===== src/u8u16_pkg.sv =====
// Types and constants of the UTF-8 to UTF-16 decoder.
// Used by the decode logic, the top level and the checker.
package u8u16_pkg;

  localparam int UnitW    = 21;
  localparam int CfgAddrW = 3;
  localparam int CfgDataW = 32;

  localparam logic [UnitW-1:0] Replacement = 21'h00fffd;
  localparam logic [UnitW-1:0] SurHiBase   = 21'h00d800;
  localparam logic [UnitW-1:0] SurLoBase   = 21'h00dc00;
  localparam logic [UnitW-1:0] PlaneOne    = 21'h010000;
  localparam logic [UnitW-1:0] BmpMax      = 21'h00ffff;

  localparam logic [0:0] RegSixteenBit = 1'b0;

  typedef struct packed {
    logic [7:0] in_byte;
    logic [1:0] bytes_after;
  } in_t;

  typedef struct packed {
    logic [UnitW-1:0] code_unit;
    logic             last_of_run;
  } out_t;

  typedef struct packed {
    logic [1:0]       res_cnt;
    out_t             res0;
    out_t             res1;
    logic [1:0]       pending_nxt;
    logic [UnitW-1:0] partial_nxt;
  } dec_t;

endpackage


===== src/utf8_to_utf16_decoder_unit.sv =====
// Top level of the lenient UTF-8 to UTF-16 decoder: config port, decode step
// and a two-entry result queue. Depends on u8u16_pkg and u8u16_decode.
//
// One byte is taken per cycle and decoded in the same cycle into a two-entry
// result queue; its first result is shown the following cycle. The queue sets
// the rate: with the result side not stalling, a byte is taken every cycle,
// except that after a byte producing a surrogate pair no byte is taken while
// the low half drains. Bytes that only extend a sequence produce no result.
// Register 0 at byte address 0, bit 0: sixteen_bit_units (reset 1).
module utf8_to_utf16_decoder_unit (
  input  logic                              clk,
  input  logic                              rst_n,
  input  logic                              in_valid,
  output logic                              in_stall,
  input  u8u16_pkg::in_t                    in_data,
  output logic                              out_valid,
  input  logic                              out_stall,
  output u8u16_pkg::out_t                   out_data,
  input  logic                              psel,
  input  logic                              penable,
  input  logic                              pwrite,
  input  logic [u8u16_pkg::CfgAddrW-1:0]    paddr,
  input  logic [u8u16_pkg::CfgDataW-1:0]    pwdata,
  output logic [u8u16_pkg::CfgDataW-1:0]    prdata,
  output logic                              pready
);

  logic                        sixteen_r, sixteen_nxt;
  logic [1:0]                  pending_r, pending_nxt;
  logic [u8u16_pkg::UnitW-1:0] partial_r, partial_nxt;
  logic                        q0_v_r, q0_v_nxt, q1_v_r, q1_v_nxt;
  u8u16_pkg::out_t             q0_r, q0_nxt, q1_r, q1_nxt;
  u8u16_pkg::dec_t             dec;
  logic                        accept, drain, cfg_wr;

  assign pready    = 1'b1;
  assign cfg_wr    = psel && penable && pwrite
                     && (paddr[u8u16_pkg::CfgAddrW-1] == u8u16_pkg::RegSixteenBit);
  assign prdata    = (paddr[u8u16_pkg::CfgAddrW-1] == u8u16_pkg::RegSixteenBit)
                     ? {{(u8u16_pkg::CfgDataW-1){1'b0}}, sixteen_r} : '0;
  assign sixteen_nxt = cfg_wr ? pwdata[0] : sixteen_r;

  assign out_valid = q0_v_r;
  assign out_data  = q0_r;
  assign drain     = q0_v_r && !out_stall;
  assign in_stall  = q1_v_r || (q0_v_r && out_stall);
  assign accept    = in_valid && !in_stall;

  u8u16_decode u_decode (
    .item        (in_data),
    .pending     (pending_r),
    .partial     (partial_r),
    .sixteen_bit (sixteen_r),
    .dec         (dec)
  );

  always_comb begin
    pending_nxt = pending_r;
    partial_nxt = partial_r;
    q0_v_nxt    = drain ? q1_v_r : q0_v_r;
    q0_nxt      = drain ? q1_r : q0_r;
    q1_v_nxt    = drain ? 1'b0 : q1_v_r;
    q1_nxt      = q1_r;
    if (accept) begin
      pending_nxt = dec.pending_nxt;
      partial_nxt = dec.partial_nxt;
      q0_v_nxt    = (dec.res_cnt != 2'd0);
      q0_nxt      = dec.res0;
      q1_v_nxt    = (dec.res_cnt == 2'd2);
      q1_nxt      = dec.res1;
    end
  end

  always_ff @(posedge clk) begin
    if (!rst_n) begin
      sixteen_r <= 1'b1;
      pending_r <= 2'd0;
      partial_r <= '0;
      q0_v_r    <= 1'b0;
      q1_v_r    <= 1'b0;
    end else begin
      sixteen_r <= sixteen_nxt;
      pending_r <= pending_nxt;
      partial_r <= partial_nxt;
      q0_v_r    <= q0_v_nxt;
      q1_v_r    <= q1_v_nxt;
    end
  end

  always_ff @(posedge clk) begin
    q0_r <= q0_nxt;
    q1_r <= q1_nxt;
  end

endmodule


===== src/u8u16_decode.sv =====
// Per-byte decode step: next sequence state and up to two result units.
// Depends on u8u16_pkg.
module u8u16_decode (
  input  u8u16_pkg::in_t                 item,
  input  logic [1:0]                     pending,
  input  logic [u8u16_pkg::UnitW-1:0]    partial,
  input  logic                           sixteen_bit,
  output u8u16_pkg::dec_t                dec
);

  logic [u8u16_pkg::UnitW-1:0] cont_bits;
  logic [u8u16_pkg::UnitW-1:0] merged;
  logic [u8u16_pkg::UnitW-1:0] cp;
  logic [u8u16_pkg::UnitW-1:0] diff;
  logic                        emit;
  logic [7:0]                  b;

  assign b    = item.in_byte;
  assign diff = cp - u8u16_pkg::PlaneOne;

  always_comb begin
    cont_bits = {{(u8u16_pkg::UnitW-6){1'b0}}, b[5:0]};
    unique case (pending)
      2'd2:    merged = partial | (cont_bits << 6);
      2'd3:    merged = partial | (cont_bits << 12);
      default: merged = partial | cont_bits;
    endcase
  end

  always_comb begin
    dec.pending_nxt = pending;
    dec.partial_nxt = partial;
    emit            = 1'b0;
    cp              = u8u16_pkg::Replacement;
    if (pending != 2'd0) begin
      dec.pending_nxt = pending - 2'd1;
      if (pending == 2'd1) begin
        emit            = 1'b1;
        cp              = merged;
        dec.partial_nxt = '0;
      end else begin
        dec.partial_nxt = merged;
      end
    end else if (!b[7]) begin
      emit = 1'b1;
      cp   = {{(u8u16_pkg::UnitW-8){1'b0}}, b};
    end else if (b[7:5] == 3'b110 && item.bytes_after >= 2'd1) begin
      dec.pending_nxt = 2'd1;
      dec.partial_nxt = {{(u8u16_pkg::UnitW-11){1'b0}}, b[4:0], 6'd0};
    end else if (b[7:4] == 4'b1110 && item.bytes_after >= 2'd2) begin
      dec.pending_nxt = 2'd2;
      dec.partial_nxt = {{(u8u16_pkg::UnitW-16){1'b0}}, b[3:0], 12'd0};
    end else if (b[7:3] == 5'b11110 && item.bytes_after == 2'd3) begin
      dec.pending_nxt = 2'd3;
      dec.partial_nxt = {b[2:0], 18'd0};
    end else begin
      emit = 1'b1;
    end
  end

  always_comb begin
    dec.res_cnt          = 2'd0;
    dec.res0.code_unit   = cp;
    dec.res0.last_of_run = 1'b1;
    dec.res1.code_unit   = u8u16_pkg::SurLoBase
                         + {{(u8u16_pkg::UnitW-10){1'b0}}, diff[9:0]};
    dec.res1.last_of_run = 1'b1;
    if (emit) begin
      dec.res_cnt = 2'd1;
      if (sixteen_bit && cp > u8u16_pkg::BmpMax) begin
        dec.res_cnt          = 2'd2;
        dec.res0.code_unit   = u8u16_pkg::SurHiBase
                             + {{10{1'b0}}, diff[u8u16_pkg::UnitW-1:10]};
        dec.res0.last_of_run = 1'b0;
      end
    end
  end

endmodule


===== config.mk =====
export PLATFORM = sky130hd
export DESIGN_NAME = utf8_to_utf16_decoder_unit
export DESIGN_NICKNAME = d
export VERILOG_FILES = /design/src/u8u16_pkg.sv /design/src/utf8_to_utf16_decoder_unit.sv /design/src/u8u16_decode.sv
export SDC_FILE = /design/constraint.sdc
export NUM_CORES = 1
export LEC_CHECK = 0
export BUFFER_PORTS_ARGS = -buffer_cell sky130_fd_sc_hd__buf_2
export CAP_MARGIN = 15
export CORE_AREA = 2 2 81 83
export DETAILED_ROUTE_END_ITERATION = 7
export DIE_AREA = 0 0 83 85
export PLACE_DENSITY = 0.78
export SYNTH_ARGS = -nofsm -noshare
export SYNTH_HDL_FRONTEND = slang
export SYNTH_SLANG_ARGS = --single-unit

===== constraint.sdc =====
create_clock -name clk -period 2.85 [get_ports clk]
set_clock_uncertainty 0.1 [all_clocks]
set_input_delay 0.1425 -clock clk [delete_from_list [all_inputs] [get_ports clk]]
set_output_delay 0.1425 -clock clk [all_outputs]
set_load 0.005 [all_outputs]

Yosys cells after proc, flatten, opt, wreduce, memory -nomap -nowiden:

Index checks and enable logic that the tools add are counted.

* bits in registers: 69
* input port bits: 52
* output and inout port bits: 57
* word-level logic and storage cells: 71

* add/subtract/negate cells: 4
* magnitude comparators: 3
* equal/unequal tests: 8
* muxes and demuxes: 25
* bitwise logic cells: 4
* reduce and logical (&&, ||, !) cells: 19

Operators with widths (count)
* 2-to-1 mux 23 bit: 5
* 2-to-1 mux 21 bit: 3
* 2-to-1 mux 24 bit: 2
* 2-to-1 mux 22 bit: 2
* one-hot mux 21 bit (2 select lines): 1
* > comparator 21 x 16 -> 1 bit, second input constant: 1
* OR 21 x 12 -> 21 bit: 1
* OR 21 x 18 -> 21 bit: 1
* OR 21 x 6 -> 21 bit: 1
* subtractor 21 x 17 -> 21 bit, second input constant: 1
* adder 16 x 10 -> 17 bit, first input constant: 1
* adder 16 x 11 -> 17 bit, first input constant: 1
* 2-to-1 mux 16 bit: 1
* 2-to-1 mux 1 bit: 11
* logical AND 1 bit: 10
* == test 2 bit, second input constant: 4
* nonzero test 2 bit: 4
* == test 5 bit, second input constant: 1
* == test 4 bit, second input constant: 1
* nonzero test 4 bit: 1
* == test 3 bit, second input constant: 1
* AND reduction 3 bit: 1
* == test 2 x 1 -> 1 bit, second input constant: 1
* >= comparator 2 x 1 -> 1 bit, second input constant: 1
* other kinds (5): 6

Logic depth before layout (Yosys ltp):

* depth in word-level cells: 10
* gate-level depth with buffers: 11
* mapped depth without buffers: 8

Cells and area by module:

Synthesis repeated with hierarchy kept, for this count alone.

* cell total of the unflattened synthesis: 397
* area, all modules: 3990.1 um^2

Modules (own cells, without submodules)
* utf8_to_utf16_decoder_unit: times used 1, cells each 221, area each 2929.1 um^2
* u8u16_decode: times used 1, cells each 176, area each 1061.0 um^2

Worst setup path after synthesis:

No wires, ideal clock.

* path kind: reg2reg
* start point: register pending_r[1]
* end point: register q0_r, in the netlist out_data[7], data pin
* setup time: 0.281 ns
* data arrival time: 1.882 ns
* required time: 2.469 ns
* setup slack: 0.588 ns
* cell stages (with the launch flop): 11
* clock period less this slack: 2.262 ns
* cell sequence: dfxtp_1 > buf_4 > nor2b_2 > buf_6 > nand2_1 > ha_1 > nor2b_1 > a31oi_1 > and3_1 > a21oi_2 > o221ai_1

RTL lines
* from (decl): RTL line utf8_to_utf16_decoder_unit.sv:29 `logic [1:0] pending_r, pending_nxt;`
* from (signal assigned): RTL line utf8_to_utf16_decoder_unit.sv:83 `pending_r <= pending_nxt;`
* to (signal assigned): RTL line utf8_to_utf16_decoder_unit.sv:91 `q0_r <= q0_nxt;`
* to (decl): RTL line utf8_to_utf16_decoder_unit.sv:32 `u8u16_pkg::out_t q0_r, q0_nxt, q1_r, q1_nxt;`

==> out/qor.csv <==
stage,metric,value,unit
routing,mean number of vias per cell,5.63,
power_and_ir_drop,VDD IR max,0.000316,V
logic_synthesis,sequential cell area fraction in the yosys report,49.8,%
logic_synthesis,flip-flop and latch count after synthesis,58,
grt,antenna violations before repair,0,
grt,overflow left after global routing,0,
worst_setup_path,data required time of the critical path,2.80,ns
timing,post-route worst hold slack,0.0113,ns
power_and_ir_drop,Int Power,1.42,mW
power_and_ir_drop,power per standard cell area,566,nW/um2
worst_setup_path,CP endpoint kind,register,
outcome,run status,finished clean,
clocking,clock-pin slew on the worst setup and hold paths,0.07,ns
clocking,clock buffers created by TritonCTS,9,
logic_synthesis,asr flop ratio synth,0,%
layout,number of fill cells in the layout,546,
logic_synthesis,fraction of synthesized cell area in xor and xnor cells,0.588,%
placed_design,Final HPWL DP,4.95,mm
logic_synthesis,most instantiated library cell after synthesis,buf_4,
logic_synthesis,count of warnings emitted by yosys,0,
logic_synthesis,share of Yosys cell area claimed by the top area cell type,32.3,%
die,area of the die,7060,um2
power_and_ir_drop,Switching Power,0.501,mW
layout,final net count,396,
logic_synthesis,syn_area_per_cell,10.3,um2
timing,number of max-slew violations in the final report,0,
logic_synthesis,cell types with the highest counts after synthesis,"33 x buf_4, 32 x edfxtp_1, 26 x dfxtp_1, 25 x nand2_1, 23 x a21oi_1",
logic_synthesis,Post-synth top flop,edfxtp_1,
clocking,CTS tree,yes,
clocking,cts repair resizes,0,
placed_design,placement-stage cell area,3160,um2
placed_design,worst setup timing slack at the placement stage,0.251,ns
layout,post-route cell area,3390,um2
routing,First-pass DRT Iterations,5,
logic_synthesis,simple-gate portion of the synthesized area,14.6,%
timing,final setup violating endpoints,0,
logic_synthesis,cell types occupying the most area after synthesis,"edfxtp_1 32%, dfxtp_1 17%, buf_4 8.3%",
timing,Period minus WS final,2.65,ns
logic_synthesis,cell type contributing the most total cell area after synthesis,edfxtp_1,
power_and_ir_drop,Combinational Power Share,12.1,%
power_and_ir_drop,switching portion of total power,26.1,%
timing,ratio of final minimum period to clock period,93.1,%
worst_setup_path,maximum fanout count along the critical path,9,
worst_setup_path,startpoint class of the critical path,register,
timing,Final TNS setup,0,ns
logic_synthesis,synthesized area,2980,um2
routing,total number of vias,2391,
layout,fraction of final layout cells sized beyond drive strength 1,23.0,%
worst_setup_path,type of the worst setup path,reg2reg,
timing,setup slack of the critical path after layout,0.196,ns
worst_setup_path,critical path arrival,2.61,ns
power_and_ir_drop,sequential share of power,49.4,%
timing,"Hold Vio Cnt, Final",0,
power_and_ir_drop,Leak,1.43,nW
die,die outline width,83,um
power_and_ir_drop,power share of the clock group,38.5,%
logic_synthesis,Post-Synth Adder-Cell Area,0.420,%
routing,initial drt markers,225,
clocking,number of H-tree levels,3,
clocking,Num Clock Sinks,58,
timing,worst slew pin tran,0.616,ns
die,area of the core region,6200,um2
min_path,worst hold-check path type,in2reg,
placed_design,placer congestion estimate,0.878,
layout,relative area change from synthesis to final layout,14.0,%
routing,number of DRC violations after detailed routing,0,
logic_synthesis,gate count of the mapped netlist,290,
die,standard-cell row count,29,
grt,global-route wire length before repair,10.6,mm
layout,diode insertion count for antenna repair,0,
die,Die Y-Extent,85,um
die,I/O pin count,109,
routing,routed length per instance,15.5,um
die,initial core utilization,48.0,%
job,reported max-cap violation count,0,
logic_synthesis,count of cell types in the netlist,51,
clocking,Worst-Skew Late Latency,0.34,ns
logic_synthesis,Synth Area in Compound Gates,20.8,%
timing,remaining max-slew budget at the tightest pin,58.5,%
clocking,clk buf depth,2,
power_and_ir_drop,Tot Pwr,1.92,mW
timing,RSZ-0062 raised after global routing,no,
logic_synthesis,combinational family with the most area after synthesis,compound AO/OA/AOI/OAI gates,
logic_synthesis,share of synthesized area spent on multiplexers,1.01,%
placed_design,number of port buffers,43,
logic_synthesis,Post-synth EDFFs,32,
grt,largest net degree at the start of global routing,28,
grt,global-route usage over all layers,18.8,%
timing,f_max,377,MHz
clocking,root buf cell,clkbuf_8,
routing,total detailed-routing wirelength,6.57,mm
routing,Detail Route Antenna Nets,0,
grt,vias in the first global route,2120,
[logic make-up (layout without fill, tap and decap cells)]
kind of cell               count (synthesis)  after routing
AOI/OAI and AO/OA                         83             83
xor gates and xnor gates                   2              2
and+or+nand+nor                           83             83
adders and majority gates                  1              1
buffers and inverters                     58             86
muxes                                      3              3
other                                      2             32
DFF                                       58             58
[stage by stage]
stage / util, % / cells
after global routing: 54.7 / 425
after detailed placement: 50.9 / 405
after CTS: 54.7 / 425
after floorplan: - / 320
final: 54.7 / 425
after global placement: 50.9 / 405
[worst max-delay path, cell delays in order, from the launching register on]
cell      delay [ns]
dfxtp_1         0.44
nor2b_2         0.25
nand2_1         0.13
ha_1            0.26
nor2b_1         0.13
a31oi_1         0.09
and3_1          0.28
a21oi_2         0.45
o221ai_1        0.23
[worst paths after layout]
path                      from            end  slack, ns  depth (start not counted)
setup / recovery  pending_r[0]    out_data[8]       0.20                          8
hold / removal      in_data[2]  partial_r[12]       0.01                          2
setup reg to reg  pending_r[0]    out_data[8]       0.20                          8
hold reg to reg         q1_v_r         q1_v_r       0.37                          2
[repair_timing]
item	in CTS	in global routing
hold buffers	4	0
hold endpoints to repair	4	0
buffers inserted	0	0
[layout make-up]
cell class / count / area (um2) / share of cell area (%)
Clock buffer: 9 / 124 / 3.65
Sequential cell: 58 / 1480 / 43.7
Timing Repair Buffer: 55 / 328 / 9.66
Multi-Input combinational cell: 204 / 1240 / 36.4
Tap cell: 77 / 96.3 / 2.84
Inverter: 15 / 56.3 / 1.66
Clock inverter: 7 / 70.1 / 2.07
[routing by layer]
layer	track usage (%)	vias up	routed length, um
met4	9.54	0	168
met1	23.8	1124	2790
li1	-	1124	-
met3	3.99	18	434
met2	30.6	125	3180
met5	0	-	0
[layout by cell type (no fill, tap or decap), types with 2 or more instances in the layout]
cell	instances
buf_2	43
conb_1	32
edfxtp_1	32
dfxtp_1	26
nand2_1	25
a21oi_1	23
inv_1	14
nor2_1	14
a22oi_1	13
and3_1	11
a22o_1	10
clkbuf_8	9
o221ai_1	7
buf_4	7
o21ai_0	5
nand2b_1	4
nor2b_1	4
o211ai_1	4
nor4_1	4
dlygate4sd3_1	4
a21oi_2	3
nor3_1	3
nand3_1	3
a31oi_1	3
o221ai_2	3
mux2i_1	3
and2_1	3
clkinvlp_4	3
nor2_2	2
xor2_1	2
nand4_1	2
[registers in the layout (all words and copies together) (netlist names)]
name       flops
partial_r     21
sixteen_r      1
out_valid      1
q1_v_r         1
out_data      22
q1_r          10
pending_r      2
[power by group through the flow]
| stage | Clock, mW | Combinational (mW) | Sequential (mW) |
|---|---|---|---|
| finish | 0.740 | 0.233 | 0.949 |
| global route | 0.783 | 0.256 | 0.952 |
| CTS | 0.744 | 0.230 | 0.950 |
| detailed placement | 0 | 0.225 | 0.968 |
| global placement | 0 | 0.219 | 0.965 |
| floorplan | 0 | 0.166 | 0.969 |
Power figures use the tool's default switching activity.
